[src/mau_pkg.sv]
`timescale 1ns / 1ps
package mau_pkg;

	localparam int WORD_BITS = 32;
	localparam int CNT_W     = $clog2(WORD_BITS);

	// operation codes
	localparam logic [2:0] OP_ADD = 3'd0;
	localparam logic [2:0] OP_MUL = 3'd1;
	localparam logic [2:0] OP_NEG = 3'd2;
	localparam logic [2:0] OP_INV = 3'd3;
	localparam logic [2:0] OP_DIV = 3'd4;
	localparam logic [2:0] OP_RED = 3'd5;

	// status codes
	localparam logic [1:0] ST_OK      = 2'd0;
	localparam logic [1:0] ST_NOT_INV = 2'd1;
	localparam logic [1:0] ST_NO_SOL  = 2'd2;

	typedef enum logic {
		ALU_DIV,
		ALU_MUL
	} alu_op_t;

	typedef struct packed {
		logic    start;
		alu_op_t op;
	} alu_req_t;

	typedef struct packed {
		logic done;
	} alu_rsp_t;

endpackage

[src/mau_if.sv]
`timescale 1ns / 1ps
interface mau_in_if;
	logic        valid;
	logic        ready;
	logic [2:0]  operation;
	logic [31:0] operand_a;
	logic [31:0] operand_b;

	modport source (output valid, operation, operand_a, operand_b, input ready);
	modport sink (input valid, operation, operand_a, operand_b, output ready);
endinterface

interface mau_out_if;
	logic        valid;
	logic        ready;
	logic [31:0] result;
	logic [1:0]  status;

	modport source (output valid, result, status, input ready);
	modport sink (input valid, result, status, output ready);
endinterface

[src/mau_alu.sv]
`timescale 1ns / 1ps
module mau_alu (
	input  logic                          clk,
	input  logic                          arst_n,
	input  mau_pkg::alu_req_t             req,
	input  logic [mau_pkg::WORD_BITS-1:0] a,
	input  logic [mau_pkg::WORD_BITS-1:0] b,
	input  logic [mau_pkg::WORD_BITS-1:0] m,
	output mau_pkg::alu_rsp_t             rsp,
	output logic [mau_pkg::WORD_BITS-1:0] quo,
	output logic [mau_pkg::WORD_BITS-1:0] rem
);
	// div: a / m -> quo, rem; mul: a * b mod m -> rem (a, b < m)
	logic [mau_pkg::WORD_BITS-1:0] x_q, y_q, m_q, acc_q;
	logic [mau_pkg::CNT_W-1:0]     cnt_q;
	logic                          busy_q, done_q;
	mau_pkg::alu_op_t              op_q;

	logic [mau_pkg::WORD_BITS:0]   t_div, t_dbl, t_sum;
	logic [mau_pkg::WORD_BITS-1:0] d_nxt, dbl_m, m_nxt;
	logic                          ge;

	always_comb begin
		// restoring division step
		t_div = {acc_q, x_q[mau_pkg::WORD_BITS-1]};
		ge    = t_div >= {1'b0, m_q};
		d_nxt = ge ? mau_pkg::WORD_BITS'(t_div - {1'b0, m_q})
			: t_div[mau_pkg::WORD_BITS-1:0];
		// double and add modular step
		t_dbl = {acc_q, 1'b0};
		dbl_m = (t_dbl >= {1'b0, m_q}) ? mau_pkg::WORD_BITS'(t_dbl - {1'b0, m_q})
			: t_dbl[mau_pkg::WORD_BITS-1:0];
		t_sum = {1'b0, dbl_m} + {1'b0, x_q};
		if (!y_q[mau_pkg::WORD_BITS-1]) begin
			m_nxt = dbl_m;
		end else if (t_sum >= {1'b0, m_q}) begin
			m_nxt = mau_pkg::WORD_BITS'(t_sum - {1'b0, m_q});
		end else begin
			m_nxt = t_sum[mau_pkg::WORD_BITS-1:0];
		end
	end

	always_ff @(posedge clk or negedge arst_n) begin
		if (!arst_n) begin
			busy_q <= 1'b0;
			done_q <= 1'b0;
			cnt_q  <= '0;
		end else begin
			done_q <= 1'b0;
			if (req.start) begin
				busy_q <= 1'b1;
				cnt_q  <= '0;
			end else if (busy_q) begin
				cnt_q <= cnt_q + 1'b1;
				if (cnt_q == mau_pkg::CNT_W'(mau_pkg::WORD_BITS - 1)) begin
					busy_q <= 1'b0;
					done_q <= 1'b1;
				end
			end
		end
	end

	always_ff @(posedge clk) begin
		if (req.start) begin
			op_q  <= req.op;
			x_q   <= a;
			y_q   <= b;
			m_q   <= m;
			acc_q <= '0;
		end else if (busy_q) begin
			if (op_q == mau_pkg::ALU_DIV) begin
				x_q   <= {x_q[mau_pkg::WORD_BITS-2:0], ge};
				acc_q <= d_nxt;
			end else begin
				y_q   <= {y_q[mau_pkg::WORD_BITS-2:0], 1'b0};
				acc_q <= m_nxt;
			end
		end
	end

	assign rsp.done = done_q;
	assign quo      = x_q;
	assign rem      = acc_q;
endmodule

[src/modular_arithmetic_unit.sv]
`timescale 1ns / 1ps
// sequence: add, negate and reduce run two operand reductions; multiply adds one mul-mod pass;
// inverse runs a divide and a mul-mod per euclid step (up to ~47 steps), and
// divide runs two gcds, an inverse and one to seven more passes through the shared unit.
// throughput: one item at a time, set by the one bit-serial divide / mul-mod unit.
// reset: arst_n clears the sequencer and output beat, and sets the modulus to 2.
module modular_arithmetic_unit (
	input  logic        clk,
	input  logic        arst_n,
	mau_in_if.sink      req,
	mau_out_if.source   rsp,
	input  logic        cfg_we,
	input  logic [31:0] cfg_wdata
);
	localparam int W = mau_pkg::WORD_BITS;

	// sequencer states
	typedef enum logic [18:0] {
		S_IDLE     = 19'b1 << 0,
		S_RED_A    = 19'b1 << 1,
		S_RED_B    = 19'b1 << 2,
		S_DISPATCH = 19'b1 << 3,
		S_MUL      = 19'b1 << 4,
		S_GCD_TEST = 19'b1 << 5,
		S_GCD_DIV  = 19'b1 << 6,
		S_DV_MODG  = 19'b1 << 7,
		S_DV_BQ    = 19'b1 << 8,
		S_DV_M     = 19'b1 << 9,
		S_INV_TEST = 19'b1 << 10,
		S_INV_DIV  = 19'b1 << 11,
		S_INV_MUL  = 19'b1 << 12,
		S_INV_END  = 19'b1 << 13,
		S_DV_AQ    = 19'b1 << 14,
		S_DV_T     = 19'b1 << 15,
		S_DV_RES   = 19'b1 << 16,
		S_DV_CHK   = 19'b1 << 17,
		S_DONE     = 19'b1 << 18
	} state_t;

	state_t state_q;
	logic   iss_q;        // unit command issued for the current state
	logic   gsel_q;       // second gcd pass (modulus with b)
	logic   inv_div_q;    // inverse called from divide
	logic   ov_q;         // output beat pending
	logic [W-1:0] n_q;

	// working registers
	logic [2:0]   op_q;
	logic [W-1:0] a_q, b_q, r0_q, r1_q, t0_q, t1_q, ga_q, gb_q, gq_q;
	logic [W-1:0] im_q, qt_q, nr_q, res_q;
	logic [1:0]   st_q;
	logic [W-1:0] out_res_q;
	logic [1:0]   out_st_q;

	// shared unit
	mau_pkg::alu_req_t alu_req;
	mau_pkg::alu_rsp_t alu_rsp;
	logic [W-1:0]      alu_a, alu_b, alu_m, alu_quo, alu_rem;
	logic              alu_state;

	mau_alu u_alu (
		.clk    (clk),
		.arst_n (arst_n),
		.req    (alu_req),
		.a      (alu_a),
		.b      (alu_b),
		.m      (alu_m),
		.rsp    (alu_rsp),
		.quo    (alu_quo),
		.rem    (alu_rem)
	);

	// small combinational helpers
	logic [W:0]   add_s;
	logic [W-1:0] add_res, neg_res, qmod, sub_res;

	always_comb begin
		add_s   = {1'b0, a_q} + {1'b0, b_q};
		add_res = (add_s >= {1'b0, n_q}) ? W'(add_s - {1'b0, n_q}) : add_s[W-1:0];
		neg_res = (a_q == '0) ? '0 : n_q - a_q;
		// euclid quotient can equal the modulus only on the first step
		qmod    = (qt_q == im_q) ? '0 : qt_q;
		sub_res = (t0_q >= alu_rem) ? t0_q - alu_rem : t0_q + (im_q - alu_rem);
	end

	// operand routing into the shared unit
	always_comb begin
		alu_state = 1'b1;
		alu_a     = a_q;
		alu_b     = b_q;
		alu_m     = n_q;
		alu_req.op = mau_pkg::ALU_DIV;
		case (state_q)
			S_RED_A: begin
				alu_a = a_q;
			end
			S_RED_B: begin
				alu_a = b_q;
			end
			S_MUL: begin
				alu_req.op = mau_pkg::ALU_MUL;
			end
			S_GCD_DIV, S_INV_DIV: begin
				alu_a = r0_q;
				alu_m = r1_q;
			end
			S_DV_MODG: begin
				alu_a = ga_q;
				alu_m = gb_q;
			end
			S_DV_BQ: begin
				alu_a = b_q;
				alu_m = gb_q;
			end
			S_DV_M: begin
				alu_a = n_q;
				alu_m = gb_q;
			end
			S_INV_MUL: begin
				alu_req.op = mau_pkg::ALU_MUL;
				alu_a = qmod;
				alu_b = t1_q;
				alu_m = im_q;
			end
			S_DV_AQ: begin
				alu_a = a_q;
				alu_m = ga_q;
			end
			S_DV_T: begin
				alu_req.op = mau_pkg::ALU_MUL;
				alu_a = t0_q;
				alu_b = gq_q;
			end
			S_DV_RES: begin
				alu_req.op = mau_pkg::ALU_MUL;
				alu_a = qt_q;
				alu_b = res_q;
			end
			S_DV_CHK: begin
				alu_req.op = mau_pkg::ALU_MUL;
				alu_a = b_q;
				alu_b = res_q;
			end
			default: begin
				alu_state = 1'b0;
			end
		endcase
		alu_req.start = alu_state && !iss_q;
	end

	// control state
	always_ff @(posedge clk or negedge arst_n) begin
		if (!arst_n) begin
			state_q   <= S_IDLE;
			iss_q     <= 1'b0;
			gsel_q    <= 1'b0;
			inv_div_q <= 1'b0;
			ov_q      <= 1'b0;
			n_q       <= W'(2);
		end else begin
			if (cfg_we) begin
				n_q <= cfg_wdata[W-1:0];
			end
			if (rsp.valid && rsp.ready) begin
				ov_q <= 1'b0;
			end
			if (alu_req.start) begin
				iss_q <= 1'b1;
			end else if (alu_rsp.done) begin
				iss_q <= 1'b0;
			end
			case (state_q)
				S_IDLE: begin
					if (req.valid) begin
						// modulus 0 or 1: everything is zero
						state_q <= (n_q < W'(2)) ? S_DONE : S_RED_A;
					end
				end
				S_RED_A: begin
					if (alu_rsp.done) state_q <= S_RED_B;
				end
				S_RED_B: begin
					if (alu_rsp.done) state_q <= S_DISPATCH;
				end
				S_DISPATCH: begin
					case (op_q)
						mau_pkg::OP_MUL: state_q <= S_MUL;
						mau_pkg::OP_INV: begin
							inv_div_q <= 1'b0;
							state_q   <= S_INV_TEST;
						end
						mau_pkg::OP_DIV: begin
							gsel_q  <= 1'b0;
							state_q <= (a_q == '0) ? S_DONE : S_GCD_TEST;
						end
						default: state_q <= S_DONE;
					endcase
				end
				S_MUL: begin
					if (alu_rsp.done) state_q <= S_DONE;
				end
				S_GCD_TEST: begin
					if (r1_q != '0) begin
						state_q <= S_GCD_DIV;
					end else if (!gsel_q) begin
						gsel_q <= 1'b1;
					end else begin
						state_q <= S_DV_MODG;
					end
				end
				S_GCD_DIV: begin
					if (alu_rsp.done) state_q <= S_GCD_TEST;
				end
				S_DV_MODG: begin
					if (alu_rsp.done) state_q <= (alu_rem != '0) ? S_DONE : S_DV_BQ;
				end
				S_DV_BQ: begin
					if (alu_rsp.done) state_q <= S_DV_M;
				end
				S_DV_M: begin
					if (alu_rsp.done) begin
						inv_div_q <= 1'b1;
						state_q   <= S_INV_TEST;
					end
				end
				S_INV_TEST: begin
					state_q <= (r1_q == '0) ? S_INV_END : S_INV_DIV;
				end
				S_INV_DIV: begin
					if (alu_rsp.done) state_q <= S_INV_MUL;
				end
				S_INV_MUL: begin
					if (alu_rsp.done) state_q <= S_INV_TEST;
				end
				S_INV_END: begin
					state_q <= (r0_q == W'(1) && inv_div_q) ? S_DV_AQ : S_DONE;
				end
				S_DV_AQ: begin
					if (alu_rsp.done) state_q <= S_DV_T;
				end
				S_DV_T: begin
					if (alu_rsp.done) state_q <= S_DV_RES;
				end
				S_DV_RES: begin
					if (alu_rsp.done) state_q <= S_DV_CHK;
				end
				S_DV_CHK: begin
					if (alu_rsp.done) state_q <= S_DONE;
				end
				S_DONE: begin
					if (!ov_q || rsp.ready) begin
						ov_q    <= 1'b1;
						state_q <= S_IDLE;
					end
				end
				default: state_q <= S_IDLE;
			endcase
		end
	end

	// datapath registers
	always_ff @(posedge clk) begin
		case (state_q)
			S_IDLE: begin
				op_q  <= req.operation;
				a_q   <= req.operand_a[W-1:0];
				b_q   <= req.operand_b[W-1:0];
				res_q <= '0;
				st_q  <= mau_pkg::ST_OK;
			end
			S_RED_A: begin
				if (alu_rsp.done) a_q <= alu_rem;
			end
			S_RED_B: begin
				if (alu_rsp.done) b_q <= alu_rem;
			end
			S_DISPATCH: begin
				case (op_q)
					mau_pkg::OP_ADD: res_q <= add_res;
					mau_pkg::OP_NEG: res_q <= neg_res;
					mau_pkg::OP_RED: res_q <= a_q;
					mau_pkg::OP_INV: begin
						im_q <= n_q;
						r0_q <= n_q;
						r1_q <= a_q;
						t0_q <= '0;
						t1_q <= W'(1);
					end
					mau_pkg::OP_DIV: begin
						r0_q <= n_q;
						r1_q <= a_q;
					end
					default: res_q <= '0;
				endcase
			end
			S_MUL: begin
				if (alu_rsp.done) res_q <= alu_rem;
			end
			S_GCD_TEST: begin
				if (r1_q == '0) begin
					if (!gsel_q) begin
						ga_q <= r0_q;
						r0_q <= n_q;
						r1_q <= b_q;
					end else begin
						gb_q <= r0_q;
					end
				end
			end
			S_GCD_DIV: begin
				if (alu_rsp.done) begin
					r0_q <= r1_q;
					r1_q <= alu_rem;
				end
			end
			S_DV_MODG: begin
				if (alu_rsp.done) begin
					gq_q <= alu_quo;
					if (alu_rem != '0) st_q <= mau_pkg::ST_NO_SOL;
				end
			end
			S_DV_BQ: begin
				if (alu_rsp.done) nr_q <= alu_quo;
			end
			S_DV_M: begin
				if (alu_rsp.done) begin
					im_q <= alu_quo;
					r0_q <= alu_quo;
					r1_q <= nr_q;
					t0_q <= '0;
					t1_q <= (alu_quo == W'(1)) ? '0 : W'(1);
				end
			end
			S_INV_DIV: begin
				if (alu_rsp.done) begin
					qt_q <= alu_quo;
					nr_q <= alu_rem;
				end
			end
			S_INV_MUL: begin
				if (alu_rsp.done) begin
					t1_q <= sub_res;
					t0_q <= t1_q;
					r0_q <= r1_q;
					r1_q <= nr_q;
				end
			end
			S_INV_END: begin
				if (r0_q != W'(1)) begin
					res_q <= '0;
					st_q  <= inv_div_q ? mau_pkg::ST_NO_SOL : mau_pkg::ST_NOT_INV;
				end else if (!inv_div_q) begin
					res_q <= t0_q;
				end
			end
			S_DV_AQ: begin
				if (alu_rsp.done) qt_q <= alu_quo;
			end
			S_DV_T, S_DV_RES: begin
				if (alu_rsp.done) res_q <= alu_rem;
			end
			S_DV_CHK: begin
				if (alu_rsp.done && alu_rem != a_q) begin
					res_q <= '0;
					st_q  <= mau_pkg::ST_NO_SOL;
				end
			end
			S_DONE: begin
				if (!ov_q || rsp.ready) begin
					out_res_q <= res_q;
					out_st_q  <= st_q;
				end
			end
			default: begin
			end
		endcase
	end

	assign req.ready  = (state_q == S_IDLE);
	assign rsp.valid  = ov_q;
	assign rsp.result = 32'(out_res_q);
	assign rsp.status = out_st_q;
endmodule

[src/flat_wrapper.sv]
// flat-port wrapper written by rule: the top's interface ports become plain ports
module modular_arithmetic_unit_flat 
  (clk, arst_n, cfg_we, cfg_wdata, req_valid, req_operation, req_operand_a, req_operand_b, req_ready, rsp_valid, rsp_result, rsp_status, rsp_ready);
  mau_in_if req_i ();
  mau_out_if rsp_i ();
  input  logic clk;
  input  logic arst_n;
  input  logic cfg_we;
  input  logic [31:0] cfg_wdata;
  input wire logic [$bits(req_i.valid)-1:0] req_valid;
  input wire logic [$bits(req_i.operation)-1:0] req_operation;
  input wire logic [$bits(req_i.operand_a)-1:0] req_operand_a;
  input wire logic [$bits(req_i.operand_b)-1:0] req_operand_b;
  output wire logic [$bits(req_i.ready)-1:0] req_ready;
  output wire logic [$bits(rsp_i.valid)-1:0] rsp_valid;
  output wire logic [$bits(rsp_i.result)-1:0] rsp_result;
  output wire logic [$bits(rsp_i.status)-1:0] rsp_status;
  input wire logic [$bits(rsp_i.ready)-1:0] rsp_ready;
  assign req_i.valid = req_valid;
  assign req_i.operation = req_operation;
  assign req_i.operand_a = req_operand_a;
  assign req_i.operand_b = req_operand_b;
  assign req_ready = req_i.ready;
  assign rsp_valid = rsp_i.valid;
  assign rsp_result = rsp_i.result;
  assign rsp_status = rsp_i.status;
  assign rsp_i.ready = rsp_ready;
  modular_arithmetic_unit u_core (.clk(clk), .arst_n(arst_n), .req(req_i), .rsp(rsp_i), .cfg_we(cfg_we), .cfg_wdata(cfg_wdata));
endmodule
[config.mk]
export PLATFORM = sky130hd
export DESIGN_NAME = modular_arithmetic_unit_flat
export DESIGN_NICKNAME = d
export VERILOG_FILES = /design/src/mau_pkg.sv /design/src/mau_if.sv /design/src/mau_alu.sv /design/src/modular_arithmetic_unit.sv /design/src/flat_wrapper.sv
export SDC_FILE = /design/constraint.sdc
export NUM_CORES = 2
export LEC_CHECK = 0
export BUFFER_PORTS_ARGS = -buffer_cell sky130_fd_sc_hd__buf_2
export CAP_MARGIN = 20
export CORE_UTILIZATION = 45
export CTS_CLUSTER_DIAMETER = 50
export DETAILED_ROUTE_END_ITERATION = 7
export GPL_TIMING_DRIVEN = 0
export PLACE_DENSITY_LB_ADDON = 0.2
export SKIP_CTS_REPAIR_TIMING = 1
export SLEW_MARGIN = 20
export SYNTH_ARGS = -nofsm -noshare
export SYNTH_HDL_FRONTEND = slang
export SYNTH_SLANG_ARGS = --single-unit
[constraint.sdc]
create_clock -name clk -period 9.7 [get_ports clk]
set_input_delay 0.485 -clock clk [delete_from_list [all_inputs] [get_ports clk]]
set_output_delay 0.485 -clock clk [all_outputs]
set_load 0.02 [all_outputs]
[After elaboration in Yosys (flattened, before gate mapping)]
Index checks and enable logic that the tools add are counted.
Word-level totals
  input port bits: 104
  register bits: 646
  output and inout bits: 36
Operators by class
  mux-type cells: 98
  order comparisons: 6
  reduce and logical (&&, ||, !) cells: 55
  eq/ne operators: 60
  bitwise logic cells: 1
  add/sub/neg operators: 11
Operators by type and width (number)
  32-bit two-way mux: 35
  32-bit case mux with 4 select lines: 4
  19-bit two-way mux: 19
  19-bit case mux with 17 select lines: 1
  32-bit case mux with 3 select lines: 3
  32-bit case mux with 2 select lines: 4
  32-bit case mux with 7 select lines: 1
  32-bit subtractor: 7
  32-bit case mux with 5 select lines: 1
  33-bit by 32-bit greater-or-equal comparator with 1-bit output: 4
  32-bit by 32-bit adder with 33-bit output: 2
  32-bit by 1-bit == test with 1-bit output, second input constant: 2
  32-bit zero test: 2
  32-bit nonzero test: 2
  19-bit case mux with 3 select lines: 1
  32-bit adder: 1
  32-bit == test: 1
  32-bit greater-or-equal comparator: 1
  32-bit by 2-bit < comparator with 1-bit output, second input constant: 1
  2-bit != test, second input constant: 16
  32-bit by 1-bit != test with 1-bit output, second input constant: 1
  32-bit != test: 1
  2-bit by 1-bit != test with 1-bit output, second input constant: 12
  19-bit by 1-bit == test with 1-bit output, second input constant: 1
  other kinds (50): 108

[Logic depth before layout (Yosys ltp)]
  depth after elaboration: 7
  depth in mapped cells: 34

[Cells and area by module]
A second synthesis with hierarchy kept.
Unflattened totals
  cell total of the unflattened synthesis: 4986
  area, all modules: 46469.6 um^2
By module, submodules not included
  modular_arithmetic_unit: area each 33520.9 um^2, cells each 3458, instances 1
  mau_alu: area each 12948.7 um^2, cells each 1528, instances 1

[Worst setup path before layout]
No wires, ideal clock.
  path kind: register to register
  start: reg u_core.u_alu.acc_q (netlist bit u_core.u_alu.rem[2])
  end: reg u_core.u_alu.acc_q (netlist bit u_core.u_alu.rem[1])
  required time: 9.502 ns
  stages on the path, launching flop included: 32
  library setup time: 0.198 ns
  path slack: 2.599 ns
  arrival time: 6.903 ns
  period minus slack after synthesis: 7.101 ns
  path through: dfxtp_1 ha_1 clkbuf_1 a21o_1 a21oi_1 a21oi_1 o2111a_1 nor3_2 buf_2 buf_2 a21oi_1 ha_1 a211oi_1 nor2_1 or3_1 nor2b_1 a2111oi_0 o31ai_1 a221oi_1 xnor2_1 ha_1 nand2_1 or3_1 nor4_1 nor3_1 o211ai_1 or2_1 buf_2 buf_2 o211ai_1 a221oi_1 a211oi_1
Between the ends
  longest elaborated chain between the ends: 7
  elaborated cells on any way between the ends: 11
  those cells by class: 3 x add/sub; 3 x order compare; 5 x mux
Ends and longest elaborated chain
  start: declaration: line mau_alu.sv:14  | logic [mau_pkg::WORD_BITS-1:0] x_q, y_q, m_q, acc_q;
  start signal: assignment: line mau_alu.sv:73  | acc_q <= d_nxt;
  start signal: assignment: line mau_alu.sv:76  | acc_q <= m_nxt;
  33-bit by 32-bit greater-or-equal comparator with 1-bit output or 32-bit subtractor (tied branches): line mau_alu.sv:31  | dbl_m = (t_dbl >= {1'b0, m_q}) ? mau_pkg::WORD_BITS'(t_dbl - {1'b0, m_q})
  32-bit two-way mux: line mau_alu.sv:31
  32-bit by 32-bit adder with 33-bit output: line mau_alu.sv:33  | t_sum = {1'b0, dbl_m} + {1'b0, x_q};
  32-bit subtractor or 33-bit by 32-bit greater-or-equal comparator with 1-bit output (tied branches): line mau_alu.sv:37, mau_alu.sv:36
  32-bit two-way mux: line mau_alu.sv:36  | end else if (t_sum >= {1'b0, m_q}) begin
  32-bit two-way mux: line mau_alu.sv:34  | if (!y_q[mau_pkg::WORD_BITS-1]) begin
  32-bit two-way mux *: line mau_alu.sv:71  | if (op_q == mau_pkg::ALU_DIV) begin
Mark *: on every way between the ends. The rest lies on a longest branch, timed or not.
A chain may end at the register's enable or synchronous reset.

[Worst setup path after layout]
  start: reg u_core.u_alu.acc_q (netlist bit u_core.u_alu.rem[2])
  end: reg u_core.u_alu.acc_q (netlist bit u_core.u_alu.rem[17])
Between the ends
  longest elaborated chain between the ends: 7
  elaborated cells on any way between the ends: 12
  those cells by class: 4 x add/sub; 3 x order compare; 5 x mux
Ends and longest elaborated chain (line)
  32-bit subtractor or 33-bit by 32-bit greater-or-equal comparator with 1-bit output (tied branches): mau_alu.sv:31
  32-bit two-way mux: mau_alu.sv:31
  32-bit by 32-bit adder with 33-bit output: mau_alu.sv:33
  32-bit subtractor or 33-bit by 32-bit greater-or-equal comparator with 1-bit output (tied branches): mau_alu.sv:37, mau_alu.sv:36
  32-bit two-way mux: mau_alu.sv:36
  32-bit two-way mux: mau_alu.sv:34
  32-bit two-way mux *: mau_alu.sv:71
Marked as above.

==> out/results.ini <==
[worst_hold_path]
worstHoldPathType = input port to flop

[status]
status = complete, but fails checks
violations = negative setup slack

[cts]
cts_made_buffers = 90
cts_sinks = 646
htreeDepth = 3
cts.path.max_buffers = 3
cts_root_buf = clkbuf_16
clk_latency_ns = 0.69
cts_tree = yes
path_clk_slew_ns = 0.06

[floorplanning]
start_util = 0.454
die_x_um = 322
die_h_um = 322
dieArea_um2 = 104000
core_um2 = 102000
rows = 117
io_pins = 140

[synthesis]
synth.net_count = 5439
synth.distinct_cells = 100
synth-warning-count = 0
syn_inst = 5039
synth_area_leaders = edfxtp_1, ha_1, o21ai_0
postSynthAreaPerCell_um2 = 9.17
synth.top_cell.area_share = 0.359
synth-seq-area-share = 0.406
synth_edf_count = 552
synth_flop_cell = edfxtp_1
async_flop_share = 0.0960
netlist_area_um2 = 46200
synth_seq_cells = 646
synth_top_area_cell = edfxtp_1

[route]
vias = 45300
vias_per_cell = 6.69
drc = 0
avgRoutedWirePerCell_um = 35.9
drt-total-wl_mm = 243
drt_pass1_iterations = 6
drt_iter0_drc = 6480
ant_nets = 0

[global_route]
grt_max_degree = 47
antenna_found_initial = 22
grt_usage = 0.459
grt_pass1_wl_mm = 328
first_global_vias = 43000
overflow = 0

[critical_path]
max_stage_delay_ns = 0.74
crit_fanout = 10
critical_path_arrival_ns = 10.27
crit_slowest_cell = or4_4
timing_worst_setup_path_type = flop to flop
rr_worst_depth = 33
r2r_end = u_core.u_alu.rem[17]
crit_start = u_core.u_alu.rem[2]
crit_required_ns = 10.25
timing.rr.start = u_core.u_alu.rem[2]
rrSetupSlack_ns = -0.02
cp-end-kind = flop
crit_end = u_core.u_alu.rem[17]
cp-start-kind = flop

[finish]
post-route-util = 0.517
mostFrequentLayoutCells = nand2_1, edfxtp_1, o21ai_0
layout.cells.non_filler = 6769
finalNetCount = 5715
drive_above_1_share = 0.0927
layout_commonest_cell = nand2_1
area_delta_synth_final_pct = 13.9

[timing]
fin_ws_ns = -0.0215
fin_skew_ns = 0.0440
finalMaxSlewViolations = 0
max_clock_freq_mhz = 103
final_hold_viol_count = 0
worstMarginPinSlew_ns = 1.34
maxSlewHeadroom = 0.107
fin_crit_ns = 9.72
min_period_over_period = 1.00
setup_viol = 1
tns_ns = -0.0215

[flow_run]
drv_cap = 0

[placed_design]
place_congestion = 1.05
hpwl_mm = 198
pre_cts_slack_ns = -1.99
dp.cells = 6583
io_buffers = 138

## area by class of cell
type | instances | area [um2]
Inverter | 354 | 1330
Tap cell | 1368 | 1710
Clock inverter | 72 | 758
Buffer | 275 | 1130
Timing Repair Buffer | 187 | 1350
Fill cell | 9766 | 49100
Clock buffer | 97 | 2300
Multi-Input combinational cell | 3761 | 25300
Antenna cell | 9 | 22.5
Sequential cell | 646 | 18800
## cells in the mapped netlist (14+ instances only)
cell       number
o31ai_1        14
o211ai_1       66
buf_1          19
dfrtp_1        60
nor2_1        300
mux2i_1        65
a221oi_1       72
dfxtp_1        32
o21ai_0       513
edfxtp_1      552
o21bai_1       29
a21oi_1       308
a31oi_1        73
o21ai_1        52
or3_1          22
ha_1          257
nand2b_1       25
and2_1         54
o21a_1         42
a21o_1         93
o2111ai_1      37
xnor2_1       171
nand3_1        66
fa_1           39
a222oi_1       61
and3_1         39
inv_1         351
nor3_1         69
nand4_1        55
o221ai_1       24
xor2_1        152
clkbuf_1      213
nor4_1         77
a22o_1         39
a21boi_0       43
buf_2          41
a211oi_1       50
nand2_1       582
nor2b_1        26
a22oi_1        40
## routing by layer
metal,track usage,routed length (um),vias to the layer above
li1,-,-,19400
met1,0.562,88700,22000
met2,0.690,103000,3203
met3,0.129,29300,742
met4,0.342,21500,16
met5,0,178,-
## cell families after synthesis
| group | after synthesis | synth area share |
|---|---|---|
| compound gates | 1680 | 0.236 |
| simple gates | 1392 | 0.141 |
| flops | 646 | 0.406 |
| buf+inv | 632 | 0.0532 |
| xor+xnor | 323 | 0.0612 |
| fa+ha+maj | 296 | 0.0865 |
| mux | 70 | 0.0153 |
## stage by stage
| stage | area, um2 | hold WS, ns |
|---|---|---|
| floorplan | 46200 | 0.189 |
| global placement | 48600 | 0.430 |
| detailed placement | 49400 | 0.408 |
| CTS | 52400 | -0.232 |
| global route | 52600 | 0.00432 |
| finish | 52700 | 0.00541 |
## worst max-delay path: cells and delay by family, from the launching register on
kind | cells | cell delay (ns)
muxes | 1 | 0.44
DFF | 1 | 0.58
and+or+nand+nor | 8 | 2.16
AOI/OAI and AO/OA | 13 | 3.12
xor gates and xnor gates | 1 | 0.19
buffers and inverters | 7 | 1.85
adders and majority gates | 3 | 1.18
## worst min-delay path by stage
stage | cells after the start | to | start
detailed placement | 0 | u_core.rsp.status[1] | u_core.st_q[1]
floorplan | 0 | u_core.gsel_q | arst_n
finish | 1 | u_core.op_q[0] | req_operation[0]
CTS | 1 | u_core.n_q[24] | arst_n
global placement | 0 | u_core.rsp.status[1] | u_core.st_q[1]
global route | 1 | u_core.op_q[0] | req_operation[0]
Power is left out: the tool's default activity adds up to more than one toggle a clock period on the data nets, which glitch-free logic cannot reach.
